## src/rtl/dra_pkg.sv

```systemverilog
`timescale 1ns / 1ps

package dra_pkg;

    // Reply framing
    localparam int MAX_BYTES  = 512;
    localparam int POS_W      = $clog2(MAX_BYTES + 1);
    localparam int HEADER_LEN = 12;

    // Header byte positions that carry a field
    localparam logic [POS_W-1:0] HDR_ID_LO  = POS_W'(1);
    localparam logic [POS_W-1:0] HDR_FLAGS  = POS_W'(2);
    localparam logic [POS_W-1:0] HDR_RCODE  = POS_W'(3);
    localparam logic [POS_W-1:0] HDR_QD_LO  = POS_W'(5);
    localparam logic [POS_W-1:0] HDR_AN_LO  = POS_W'(7);
    localparam logic [POS_W-1:0] HDR_LAST   = POS_W'(HEADER_LEN - 1);

    // Fixed part of a question and of an answer record, in field bytes
    localparam logic [3:0] QFIX_LAST   = 4'd4;
    localparam logic [3:0] AFIX_LAST   = 4'd10;
    localparam logic [3:0] AFIX_TYPE_H = 4'd0;
    localparam logic [3:0] AFIX_TYPE_L = 4'd1;
    localparam logic [3:0] AFIX_LEN_H  = 4'd8;
    localparam logic [3:0] AFIX_LEN_L  = 4'd9;

    localparam logic [15:0] TYPE_A    = 16'd1;
    localparam logic [15:0] A_DATALEN = 16'd4;
    localparam logic [1:0]  PTR_MARK  = 2'b11;

    // Result kinds
    localparam logic KIND_ADDR   = 1'b0;
    localparam logic KIND_STATUS = 1'b1;

    // Status codes; the header error register uses the same codes
    localparam logic [2:0] ST_FOUND        = 3'd0;
    localparam logic [2:0] ST_SHORT        = 3'd1;
    localparam logic [2:0] ST_ID_MISMATCH  = 3'd2;
    localparam logic [2:0] ST_NOT_RESPONSE = 3'd3;
    localparam logic [2:0] ST_SERVER_ERROR = 3'd4;
    localparam logic [2:0] ST_NONE         = 3'd5;
    localparam logic [2:0] HERR_CLEAR      = 3'd0;

    // Register map
    localparam int          PADDR_W         = 3;
    localparam logic        REG_EXPECTED_ID = 1'b0;

    // Result queue
    localparam int FIFO_DEPTH = 4;
    localparam int FIFO_PTR_W = $clog2(FIFO_DEPTH);
    localparam int FIFO_CNT_W = $clog2(FIFO_DEPTH + 1);

    typedef enum logic [2:0] {
        PH_HEADER = 3'd0,
        PH_NAME   = 3'd1,
        PH_LABEL  = 3'd2,
        PH_PTR    = 3'd3,
        PH_QFIXED = 3'd4,
        PH_AFIXED = 3'd5,
        PH_ADATA  = 3'd6,
        PH_IDLE   = 3'd7
    } phase_t;

    typedef struct packed {
        logic        kind;
        logic [31:0] address;
        logic [2:0]  status;
        logic [3:0]  server_code;
        logic        final_res;
    } result_t;

    typedef struct packed {
        logic [1:0] count;
        result_t    first;
        result_t    second;
    } push_t;

endpackage

```

## src/rtl/dra_cfg_regs.sv

```systemverilog
`timescale 1ns / 1ps

module dra_cfg_regs
    import dra_pkg::*;
(
    input  logic               clk,
    input  logic               rst_n,
    input  logic               psel,
    input  logic               penable,
    input  logic               pwrite,
    input  logic [PADDR_W-1:0] paddr,
    input  logic [31:0]        pwdata,
    output logic [31:0]        prdata,
    output logic               pready,
    output logic [15:0]        expected_id
);

    logic [15:0] expected_id_reg;
    logic [15:0] expected_id_next;
    logic        wr_en;

    assign pready = 1'b1;
    assign wr_en  = psel && penable && pwrite && (paddr[2] == REG_EXPECTED_ID);

    always_comb
    begin
        expected_id_next = expected_id_reg;
        if (wr_en)
        begin
            expected_id_next = pwdata[15:0];
        end
    end

    always_ff @(posedge clk or negedge rst_n)
    begin
        if (!rst_n)
        begin
            expected_id_reg <= '0;
        end
        else
        begin
            expected_id_reg <= expected_id_next;
        end
    end

    always_comb
    begin
        unique case (paddr[2])
            REG_EXPECTED_ID: prdata = {16'd0, expected_id_reg};
            default:         prdata = '0;
        endcase
    end

    assign expected_id = expected_id_reg;

endmodule

```

## src/rtl/dra_parser.sv

```systemverilog
`timescale 1ns / 1ps

module dra_parser
    import dra_pkg::*;
(
    input  logic        clk,
    input  logic        rst_n,
    input  logic        accept,
    input  logic [7:0]  byte_value,
    input  logic        last_byte,
    input  logic [15:0] expected_id,
    output push_t       push
);

    phase_t            phase_reg, phase_next;
    logic [POS_W-1:0]  pos_reg, pos_next;
    logic [15:0]       qleft_reg, qleft_next;
    logic [15:0]       aleft_reg, aleft_next;
    logic [7:0]        skip_reg, skip_next;
    logic [3:0]        fidx_reg, fidx_next;
    logic [15:0]       rtype_reg, rtype_next;
    logic [15:0]       dlen_reg, dlen_next;
    logic [31:0]       accum_reg, accum_next;
    logic              found_reg, found_next;
    logic [2:0]        herr_reg, herr_next;
    logic [7:0]        held_reg, held_next;
    logic [3:0]        rcode_reg, rcode_next;

    logic [3:0]        fidx_inc;
    logic [15:0]       qleft_dec;
    logic [15:0]       aleft_dec;
    logic [7:0]        skip_dec;
    logic [15:0]       dlen_dec;
    logic [15:0]       word_in;
    logic              addr_hit;
    logic              status_hit;
    logic [2:0]        status_code;
    logic [3:0]        status_rcode;

    assign fidx_inc  = fidx_reg + 4'd1;
    assign qleft_dec = qleft_reg - 16'd1;
    assign aleft_dec = aleft_reg - 16'd1;
    assign skip_dec  = skip_reg - 8'd1;
    assign dlen_dec  = dlen_reg - 16'd1;
    assign word_in   = {held_reg, byte_value};

    // Next state of the parse for the beat at the input
    always_comb
    begin
        phase_next   = phase_reg;
        pos_next     = pos_reg;
        qleft_next   = qleft_reg;
        aleft_next   = aleft_reg;
        skip_next    = skip_reg;
        fidx_next    = fidx_reg;
        rtype_next   = rtype_reg;
        dlen_next    = dlen_reg;
        accum_next   = accum_reg;
        found_next   = found_reg;
        herr_next    = herr_reg;
        held_next    = held_reg;
        rcode_next   = rcode_reg;
        addr_hit     = 1'b0;
        status_hit   = 1'b0;
        status_code  = ST_FOUND;
        status_rcode = 4'd0;

        if (accept)
        begin
            if (pos_reg < POS_W'(MAX_BYTES))
            begin
                unique case (phase_reg)
                    PH_HEADER:
                    begin
                        case (pos_reg)
                            HDR_ID_LO:
                            begin
                                if (herr_reg == HERR_CLEAR && word_in != expected_id)
                                begin
                                    herr_next = ST_ID_MISMATCH;
                                end
                            end
                            HDR_FLAGS:
                            begin
                                if (herr_reg == HERR_CLEAR && !byte_value[7])
                                begin
                                    herr_next = ST_NOT_RESPONSE;
                                end
                            end
                            HDR_RCODE:
                            begin
                                rcode_next = byte_value[3:0];
                                if (herr_reg == HERR_CLEAR && byte_value[3:0] != 4'd0)
                                begin
                                    herr_next = ST_SERVER_ERROR;
                                end
                            end
                            HDR_QD_LO: qleft_next = word_in;
                            HDR_AN_LO: aleft_next = word_in;
                            HDR_LAST:
                            begin
                                if (herr_reg != HERR_CLEAR)
                                begin
                                    phase_next = PH_IDLE;
                                end
                                else if (qleft_reg != 16'd0 || aleft_reg != 16'd0)
                                begin
                                    phase_next = PH_NAME;
                                end
                                else
                                begin
                                    phase_next = PH_IDLE;
                                end
                            end
                            default: ;
                        endcase
                        held_next = byte_value;
                    end
                    PH_NAME:
                    begin
                        if (byte_value == 8'd0)
                        begin
                            fidx_next  = 4'd0;
                            phase_next = (qleft_reg != 16'd0) ? PH_QFIXED : PH_AFIXED;
                        end
                        else if (byte_value[7:6] == PTR_MARK)
                        begin
                            phase_next = PH_PTR;
                        end
                        else
                        begin
                            skip_next  = byte_value;
                            phase_next = PH_LABEL;
                        end
                    end
                    PH_LABEL:
                    begin
                        skip_next = skip_dec;
                        if (skip_dec == 8'd0)
                        begin
                            phase_next = PH_NAME;
                        end
                    end
                    PH_PTR:
                    begin
                        fidx_next  = 4'd0;
                        phase_next = (qleft_reg != 16'd0) ? PH_QFIXED : PH_AFIXED;
                    end
                    PH_QFIXED:
                    begin
                        fidx_next = fidx_inc;
                        if (fidx_inc >= QFIX_LAST)
                        begin
                            qleft_next = qleft_dec;
                            phase_next = (qleft_dec != 16'd0 || aleft_reg != 16'd0) ?
                                         PH_NAME : PH_IDLE;
                        end
                    end
                    PH_AFIXED:
                    begin
                        case (fidx_reg)
                            AFIX_TYPE_H: rtype_next = {byte_value, 8'd0};
                            AFIX_TYPE_L: rtype_next = rtype_reg | {8'd0, byte_value};
                            AFIX_LEN_H:  dlen_next  = {byte_value, 8'd0};
                            AFIX_LEN_L:  dlen_next  = dlen_reg | {8'd0, byte_value};
                            default: ;
                        endcase
                        fidx_next = fidx_inc;
                        if (fidx_inc >= AFIX_LAST)
                        begin
                            if (!(rtype_next == TYPE_A && dlen_next == A_DATALEN))
                            begin
                                rtype_next = 16'd0;
                            end
                            accum_next = 32'd0;
                            if (dlen_next == 16'd0)
                            begin
                                aleft_next = aleft_dec;
                                phase_next = (qleft_reg != 16'd0 || aleft_dec != 16'd0) ?
                                             PH_NAME : PH_IDLE;
                            end
                            else
                            begin
                                phase_next = PH_ADATA;
                            end
                        end
                    end
                    PH_ADATA:
                    begin
                        accum_next = {accum_reg[23:0], byte_value};
                        dlen_next  = dlen_dec;
                        if (dlen_dec == 16'd0)
                        begin
                            if (rtype_reg == TYPE_A)
                            begin
                                found_next = 1'b1;
                                addr_hit   = 1'b1;
                            end
                            aleft_next = aleft_dec;
                            phase_next = (qleft_reg != 16'd0 || aleft_dec != 16'd0) ?
                                         PH_NAME : PH_IDLE;
                        end
                    end
                    PH_IDLE: ;
                    default: ;
                endcase
                pos_next = pos_reg + POS_W'(1);
            end

            if (last_byte)
            begin
                status_hit = 1'b1;
                if (pos_next < POS_W'(HEADER_LEN))
                begin
                    status_code = ST_SHORT;
                end
                else if (herr_next != HERR_CLEAR)
                begin
                    status_code = herr_next;
                end
                else
                begin
                    status_code = found_next ? ST_FOUND : ST_NONE;
                end
                status_rcode = (status_code == ST_SERVER_ERROR) ? rcode_next : 4'd0;

                // Return to the reset state for the next reply
                phase_next = PH_HEADER;
                pos_next   = '0;
                qleft_next = '0;
                aleft_next = '0;
                skip_next  = '0;
                fidx_next  = '0;
                rtype_next = '0;
                dlen_next  = '0;
                accum_next = '0;
                found_next = 1'b0;
                herr_next  = HERR_CLEAR;
                held_next  = '0;
                rcode_next = '0;
            end
        end
    end

    // Results of the beat: address first, then the status
    always_comb
    begin
        result_t addr_res;
        result_t stat_res;
        addr_res             = '0;
        addr_res.kind        = KIND_ADDR;
        addr_res.address     = {accum_reg[23:0], byte_value};
        stat_res             = '0;
        stat_res.kind        = KIND_STATUS;
        stat_res.status      = status_code;
        stat_res.server_code = status_rcode;
        stat_res.final_res   = 1'b1;

        push.count  = {1'b0, addr_hit} + {1'b0, status_hit};
        push.first  = addr_hit ? addr_res : stat_res;
        push.second = stat_res;
    end

    always_ff @(posedge clk or negedge rst_n)
    begin
        if (!rst_n)
        begin
            phase_reg <= PH_HEADER;
            pos_reg   <= '0;
            qleft_reg <= '0;
            aleft_reg <= '0;
            skip_reg  <= '0;
            fidx_reg  <= '0;
            rtype_reg <= '0;
            dlen_reg  <= '0;
            accum_reg <= '0;
            found_reg <= 1'b0;
            herr_reg  <= HERR_CLEAR;
            held_reg  <= '0;
            rcode_reg <= '0;
        end
        else
        begin
            phase_reg <= phase_next;
            pos_reg   <= pos_next;
            qleft_reg <= qleft_next;
            aleft_reg <= aleft_next;
            skip_reg  <= skip_next;
            fidx_reg  <= fidx_next;
            rtype_reg <= rtype_next;
            dlen_reg  <= dlen_next;
            accum_reg <= accum_next;
            found_reg <= found_next;
            herr_reg  <= herr_next;
            held_reg  <= held_next;
            rcode_reg <= rcode_next;
        end
    end

endmodule

```

## src/rtl/dra_result_fifo.sv

```systemverilog
`timescale 1ns / 1ps

module dra_result_fifo
    import dra_pkg::*;
(
    input  logic    clk,
    input  logic    rst_n,
    input  push_t   push,
    output logic    no_room,
    output logic    out_valid,
    input  logic    out_stall,
    output result_t head
);

    result_t               slot_reg [FIFO_DEPTH];
    logic [FIFO_PTR_W-1:0] wr_ptr_reg, wr_ptr_next;
    logic [FIFO_PTR_W-1:0] rd_ptr_reg, rd_ptr_next;
    logic [FIFO_CNT_W-1:0] cnt_reg, cnt_next;
    logic [FIFO_PTR_W-1:0] wr_ptr_2nd;
    logic                  pop;

    // Hold off the input unless a two-result beat still fits
    assign no_room    = cnt_reg > FIFO_CNT_W'(FIFO_DEPTH - 2);
    assign out_valid  = cnt_reg != '0;
    assign pop        = out_valid && !out_stall;
    assign head       = slot_reg[rd_ptr_reg];
    assign wr_ptr_2nd = wr_ptr_reg + FIFO_PTR_W'(1);

    always_comb
    begin
        wr_ptr_next = wr_ptr_reg + FIFO_PTR_W'(push.count);
        rd_ptr_next = rd_ptr_reg + FIFO_PTR_W'(pop);
        cnt_next    = cnt_reg + FIFO_CNT_W'(push.count) - FIFO_CNT_W'(pop);
    end

    always_ff @(posedge clk or negedge rst_n)
    begin
        if (!rst_n)
        begin
            wr_ptr_reg <= '0;
            rd_ptr_reg <= '0;
            cnt_reg    <= '0;
        end
        else
        begin
            wr_ptr_reg <= wr_ptr_next;
            rd_ptr_reg <= rd_ptr_next;
            cnt_reg    <= cnt_next;
        end
    end

    always_ff @(posedge clk)
    begin
        if (push.count != 2'd0)
        begin
            slot_reg[wr_ptr_reg] <= push.first;
        end
        if (push.count == 2'd2)
        begin
            slot_reg[wr_ptr_2nd] <= push.second;
        end
    end

endmodule

```

## src/rtl/dns_reply_address_extractor_top.sv

```systemverilog
`timescale 1ns / 1ps

// DNS reply address extractor.
// Input channel: one reply byte per beat (byte_value, last_byte) under
// in_valid / in_stall. last_byte closes the reply; the parser then starts
// over on the next byte.
// Output channel: one result per beat (kind, address, status, server_code,
// final_res) under out_valid / out_stall. Each A record with four data bytes
// gives an address beat; the closing byte gives a status beat with final_res.
// Results are registered in the result queue and presented from its head.
// Throughput: one byte per cycle while in_stall is low; the parse state
// advances in the same cycle the byte is taken. A closing byte that also
// completes an address puts two results in the four-entry result queue.
// in_stall rises while the queue has fewer than two free entries, so a
// stalled receiver backs up into the input after three or four results.
// expected_id is written through the APB port at byte address 0; the user
// must write it only while the block is idle, which the block itself does
// not enforce.
// Reset: clears the parse state, empties the result queue and sets
// expected_id to zero.
module dns_reply_address_extractor_top
    import dra_pkg::*;
(
    input  logic               clk,
    input  logic               rst_n,
    input  logic               psel,
    input  logic               penable,
    input  logic               pwrite,
    input  logic [PADDR_W-1:0] paddr,
    input  logic [31:0]        pwdata,
    output logic [31:0]        prdata,
    output logic               pready,
    input  logic               in_valid,
    output logic               in_stall,
    input  logic [7:0]         byte_value,
    input  logic               last_byte,
    output logic               out_valid,
    input  logic               out_stall,
    output logic               kind,
    output logic [31:0]        address,
    output logic [2:0]         status,
    output logic [3:0]         server_code,
    output logic               final_res
);

    logic [15:0] expected_id;
    logic        accept;
    push_t       push;
    result_t     head;

    assign accept = in_valid && !in_stall;

    dra_cfg_regs u_cfg (
        .clk         (clk),
        .rst_n       (rst_n),
        .psel        (psel),
        .penable     (penable),
        .pwrite      (pwrite),
        .paddr       (paddr),
        .pwdata      (pwdata),
        .prdata      (prdata),
        .pready      (pready),
        .expected_id (expected_id)
    );

    // Advance the parse on every accepted beat
    dra_parser u_parser (
        .clk         (clk),
        .rst_n       (rst_n),
        .accept      (accept),
        .byte_value  (byte_value),
        .last_byte   (last_byte),
        .expected_id (expected_id),
        .push        (push)
    );

    // Queue results so the input keeps moving while the output waits
    dra_result_fifo u_fifo (
        .clk       (clk),
        .rst_n     (rst_n),
        .push      (push),
        .no_room   (in_stall),
        .out_valid (out_valid),
        .out_stall (out_stall),
        .head      (head)
    );

    assign kind        = head.kind;
    assign address     = head.address;
    assign status      = head.status;
    assign server_code = head.server_code;
    assign final_res   = head.final_res;

`ifndef SYNTHESIS
    a_last_gives_status: assert property (@(posedge clk) disable iff (!rst_n)
        accept && last_byte |-> push.count != 2'd0)
        else $error("closing byte produced no status result");

    a_pair_order: assert property (@(posedge clk) disable iff (!rst_n)
        push.count == 2'd2 |-> push.second.final_res && !push.first.final_res)
        else $error("two-result beat out of order");

    a_final_is_status: assert property (@(posedge clk) disable iff (!rst_n)
        out_valid && final_res |-> kind == KIND_STATUS)
        else $error("final result is not a status");

    a_addr_clean: assert property (@(posedge clk) disable iff (!rst_n)
        out_valid && kind == KIND_ADDR |-> status == ST_FOUND && server_code == 4'd0)
        else $error("address result carries status bits");
`endif

endmodule

```

## config.mk

```make
export PLATFORM = sky130hd
export DESIGN_NAME = dns_reply_address_extractor_top
export DESIGN_NICKNAME = d
export VERILOG_FILES = /design/src/rtl/dra_pkg.sv /design/src/rtl/dra_cfg_regs.sv /design/src/rtl/dra_parser.sv /design/src/rtl/dra_result_fifo.sv /design/src/rtl/dns_reply_address_extractor_top.sv
export SDC_FILE = /design/constraint.sdc
export NUM_CORES = 1
export LEC_CHECK = 0
export BUFFER_PORTS_ARGS = -buffer_cell sky130_fd_sc_hd__buf_4
export CORE_MARGIN = 8
export CORE_UTILIZATION = 45
export CTS_CLUSTER_SIZE = 24
export DETAILED_ROUTE_END_ITERATION = 6
export HOLD_SLACK_MARGIN = 0.15
export PLACE_DENSITY = 0.66
export SLEW_MARGIN = 20
export SYNTH_ARGS = -nofsm -noshare
export SYNTH_HDL_FRONTEND = slang
export SYNTH_HIERARCHICAL = 1
export SYNTH_SLANG_ARGS = --single-unit
```

## constraint.sdc

```tcl
create_clock -name clk -period 7.25 [get_ports clk]
set_input_delay 0.3625 -clock clk [delete_from_list [all_inputs] [get_ports clk]]
set_output_delay 0.3625 -clock clk [all_outputs]
set_load 0.005 [all_outputs]
```

==> results.md <==
- Status: finished clean
- HP Class: in2reg
- Hold Crit Endpoint: u_parser/accum_reg[4]
- M1 WL: 20520 um
- Critical Path Sink Type: flip-flop
- Slew @ Worst Pin: 0.9935 ns
- Synth async-reset ratio: 48.10%
- Initial antenna violation count: 0
- VDD IR max: 0.0001978 V
- Worst Path Class, Setup: reg2reg
- H-tree Lvls: 2
- Achievable clock frequency: 189.0 MHz
- Total internal power: 4.419 mW
- Routed wl met2: 23810 um
- DP Cell Count: 2177
- Layout cell share with drive strength beyond 1: 25.75%
- Vias in the first global route: 13260
- Max-slew violations: 0
- Vias per inst: 5.954
- Clock period minus worst slack: 5.291 ns
- DRC: 0
- Ys flop type: edfxtp_1
- Largest net degree at the start of global routing: 86
- Reg2reg path depth: 13
- Max_slew headroom: 33.61%
- Site Rows: 75
- Num ports: 127
- Grt total ovfl: 0
- Cells on Worst Hold Path: 3
- Setup Slack @ Placement: 1.996 ns
- Final setup vio count: 0
- Mapped Avg Cell Area: 11.49 um2
- R2R Path Start: u_parser/dlen_reg[1]
- Sequential Power Share: 36.9%
- Reg2reg setup slack: 1.96 ns
- Simple-gate share of the synthesized area: 13.67%
- Met3 wire length: 2525 um
- Routed vias: 13480
- Port bufs: 91
- Reg clk slew, reported paths: 0.06 ns
- Tcrit/Tclk final: 72.98%
- Global-route wire length before repair: 75780 um
- Sw power: 2.435 mW
- CP Data Required Time: 7.55 ns
- Antenna cells: 0
- Hold_sp: byte_value[4]
- Initial Util: 45.68%
- Iteration-0 DRC Markers: 1189
- GP Congestion: 0.8821
- Ys Warns: 6
- First drt pass iteration count: 6
- Final Skew: 0.01626 ns
- Fin. Hold Viols: 0
- Final HPWL DP: 29940 um
- TNS Setup: 0 ns
- Final Non-Filler Cells: 2263
- Sink Count: 316
- Worst Path Arrival: 5.59 ns
- Routed wire length: 48210 um
- Post-route setup slack: 1.959 ns
- ANT nets after route: 0
- Die footprint: 49440 um2
- Max Root-Sink Buffers: 3
- Logic gate share of total power: 34.0%
- TritonCTS clock tree: done
- Synth unique cells: 96
- Die height: 222.4 um
- Postcts setup bufs: 0
- Pwr/cell area: 321.4 nW/um2
- Total GRT Usage: 18.91%
- Sequential-to-total area share from yosys stat: 45.55%
- Worst-path maximum fanout: 30
- Area grow syn2layout: 11.28%
- Highest metal used: met4
- Post-Synth XOR/XNOR Area: 1.554%
- Most frequent cells in the layout: 164 x edfxtp_1, 150 x dfrtp_1, 113 x mux2_4
- Most common cell after layout, fill and taps aside: edfxtp_1
- Mux cell area share after synthesis: 18.64%
- Clk root buf: clkbuf_16
- Synthesized flop and latch total: 316
- Switching Fraction: 35.53%
- CTS buffer count: 37
- Clock share of power: 29.2%
- Core area: 41950 um2
- Static Leakage: 8.530 nW
- Largest register FFs: 164
- Synth Instances: 1667
- Die span in x: 222.4 um
- Nets: 1766
- CP Launch Type: flip-flop
- Synth Area in Compound Gates: 12.66%
- R2r endpoint: u_fifo/slot_reg[3][20]
- Fill cells: 3633
- Clk Latency, worst-skew pair: 0.55 ns
- Drt wl/cell: 21.30 um
- Adder-Cell Fraction of Synth Area: 1.345%
- Max-cap viol count: 0
- Largest family of logic cells by synthesized area: multiplexers
- Post-Syn Area: 19160 um2
- RSZ-0062 raised after global routing: no
- EDFF count, synth: 164
-- cell families after synthesis --
family          count (synthesis)
compound gates                363
mux                           240
other cells                     4
fa+ha+maj                      20
xor+xnor                       34
simple gates                  465
flops                         316
buf+inv                       225
-- worst max-delay path, cell delays in order (launching register included) --
cell	delay, ns
dfrtp_1	0.50
inv_1	0.15
ha_1	0.40
nor2b_1	0.28
nand4_1	0.12
a221oi_1	0.36
nand4_1	0.27
nor4_4	0.33
and2_1	0.46
ha_1	0.42
nor2b_2	0.23
and3b_2	0.50
buf_4	0.59
mux2_2	0.40
-- area by class of cell --
cell class	instances	area, um2	area share, %
clock buffer	58	1210	5.674
clock inverter	10	132.6	0.6220
inverter	40	150.1	0.7041
multi-input combinational	1173	9410	44.13
sequential	316	8731	40.95
tap	539	674.4	3.163
timing repair buffer	127	1015	4.759
-- Yosys cell counts, types with 20 or more instances --
| library cell | instances | area share (%) |
|---|---|---|
| edfxtp_1 | 164 | 26 |
| dfrtp_1 | 152 | 20 |
| mux2_4 | 113 | 8.9 |
| nor2_1 | 109 | 2.1 |
| clkbuf_1 | 87 | 1.7 |
| o21ai_0 | 82 | 2.1 |
| nand2_1 | 79 | 1.5 |
| a21oi_1 | 73 | 1.9 |
| mux2_2 | 70 | 4.1 |
| buf_4 | 53 | 2.1 |
| nor3_1 | 45 | 1.2 |
| and3_1 | 44 | 1.4 |
| mux4_2 | 41 | 4.8 |
| inv_1 | 39 | 0.76 |
| a22o_1 | 33 | 1.5 |
| xnor2_1 | 26 | 1.2 |
| buf_6 | 24 | 1.4 |
| nand3_1 | 22 | 0.57 |
| o2bb2ai_1 | 21 | 0.96 |
| o31ai_1 | 20 | 0.78 |
-- power groups by stage --
stage               clock [mW]  sequential [mW]  combinational [mW]
floorplan                    0             2.34                1.82
global placement             0             2.54                2.29
detailed placement           0             2.56                2.32
CTS                       2.05             2.52                2.34
global route              2.11             2.57                2.56
finish                    2.00             2.53                2.33
-- layer usage --
layer | vias to the layer above | GRT usage (%)
met2 | 433 | 32.49
met4 | 0 | 6.500
met3 | 90 | 3.122
met1 | 6713 | 23.98
li1 | 6239 | -
met5 | - | 0
-- metrics by stage --
step | instance area, um2 | power [mW] | util, % | hold slack, ns
2_1_floorplan | 19340 | 4.154 | - | 0.06691
3_3_place_gp | 19790 | 4.837 | 47.17 | 0.4725
3_5_place_dp | 19790 | 4.876 | 47.18 | 0.4809
4_1_cts | 21310 | 6.906 | 50.81 | 0.2023
5_1_grt | 21320 | 7.236 | 50.83 | 0.2186
6_report | 21320 | 6.854 | 50.83 | 0.2424
-- worst max path at each step --
stage | start | end | slack (ns) | cells after the start
floorplan | u_parser/dlen_reg[0] | u_fifo/slot_reg[0][0] | 0.81 | 14
global placement | u_parser/dlen_reg[1] | u_fifo/slot_reg[3][21] | 2.11 | 13
detailed placement | u_parser/dlen_reg[1] | u_fifo/slot_reg[3][21] | 2.00 | 13
CTS | u_parser/dlen_reg[1] | u_fifo/slot_reg[3][20] | 1.98 | 13
global route | u_parser/dlen_reg[1] | u_fifo/slot_reg[3][21] | 1.61 | 13
finish | u_parser/dlen_reg[1] | u_fifo/slot_reg[3][20] | 1.96 | 13
-- timing repair --
action / in CTS / in global routing
gates resized for setup: 0 / 0
hold buffers: 18 / 0
endpoints found under the hold margin: 102 / 0
Note: power is estimated with default switching activity, not from simulation.
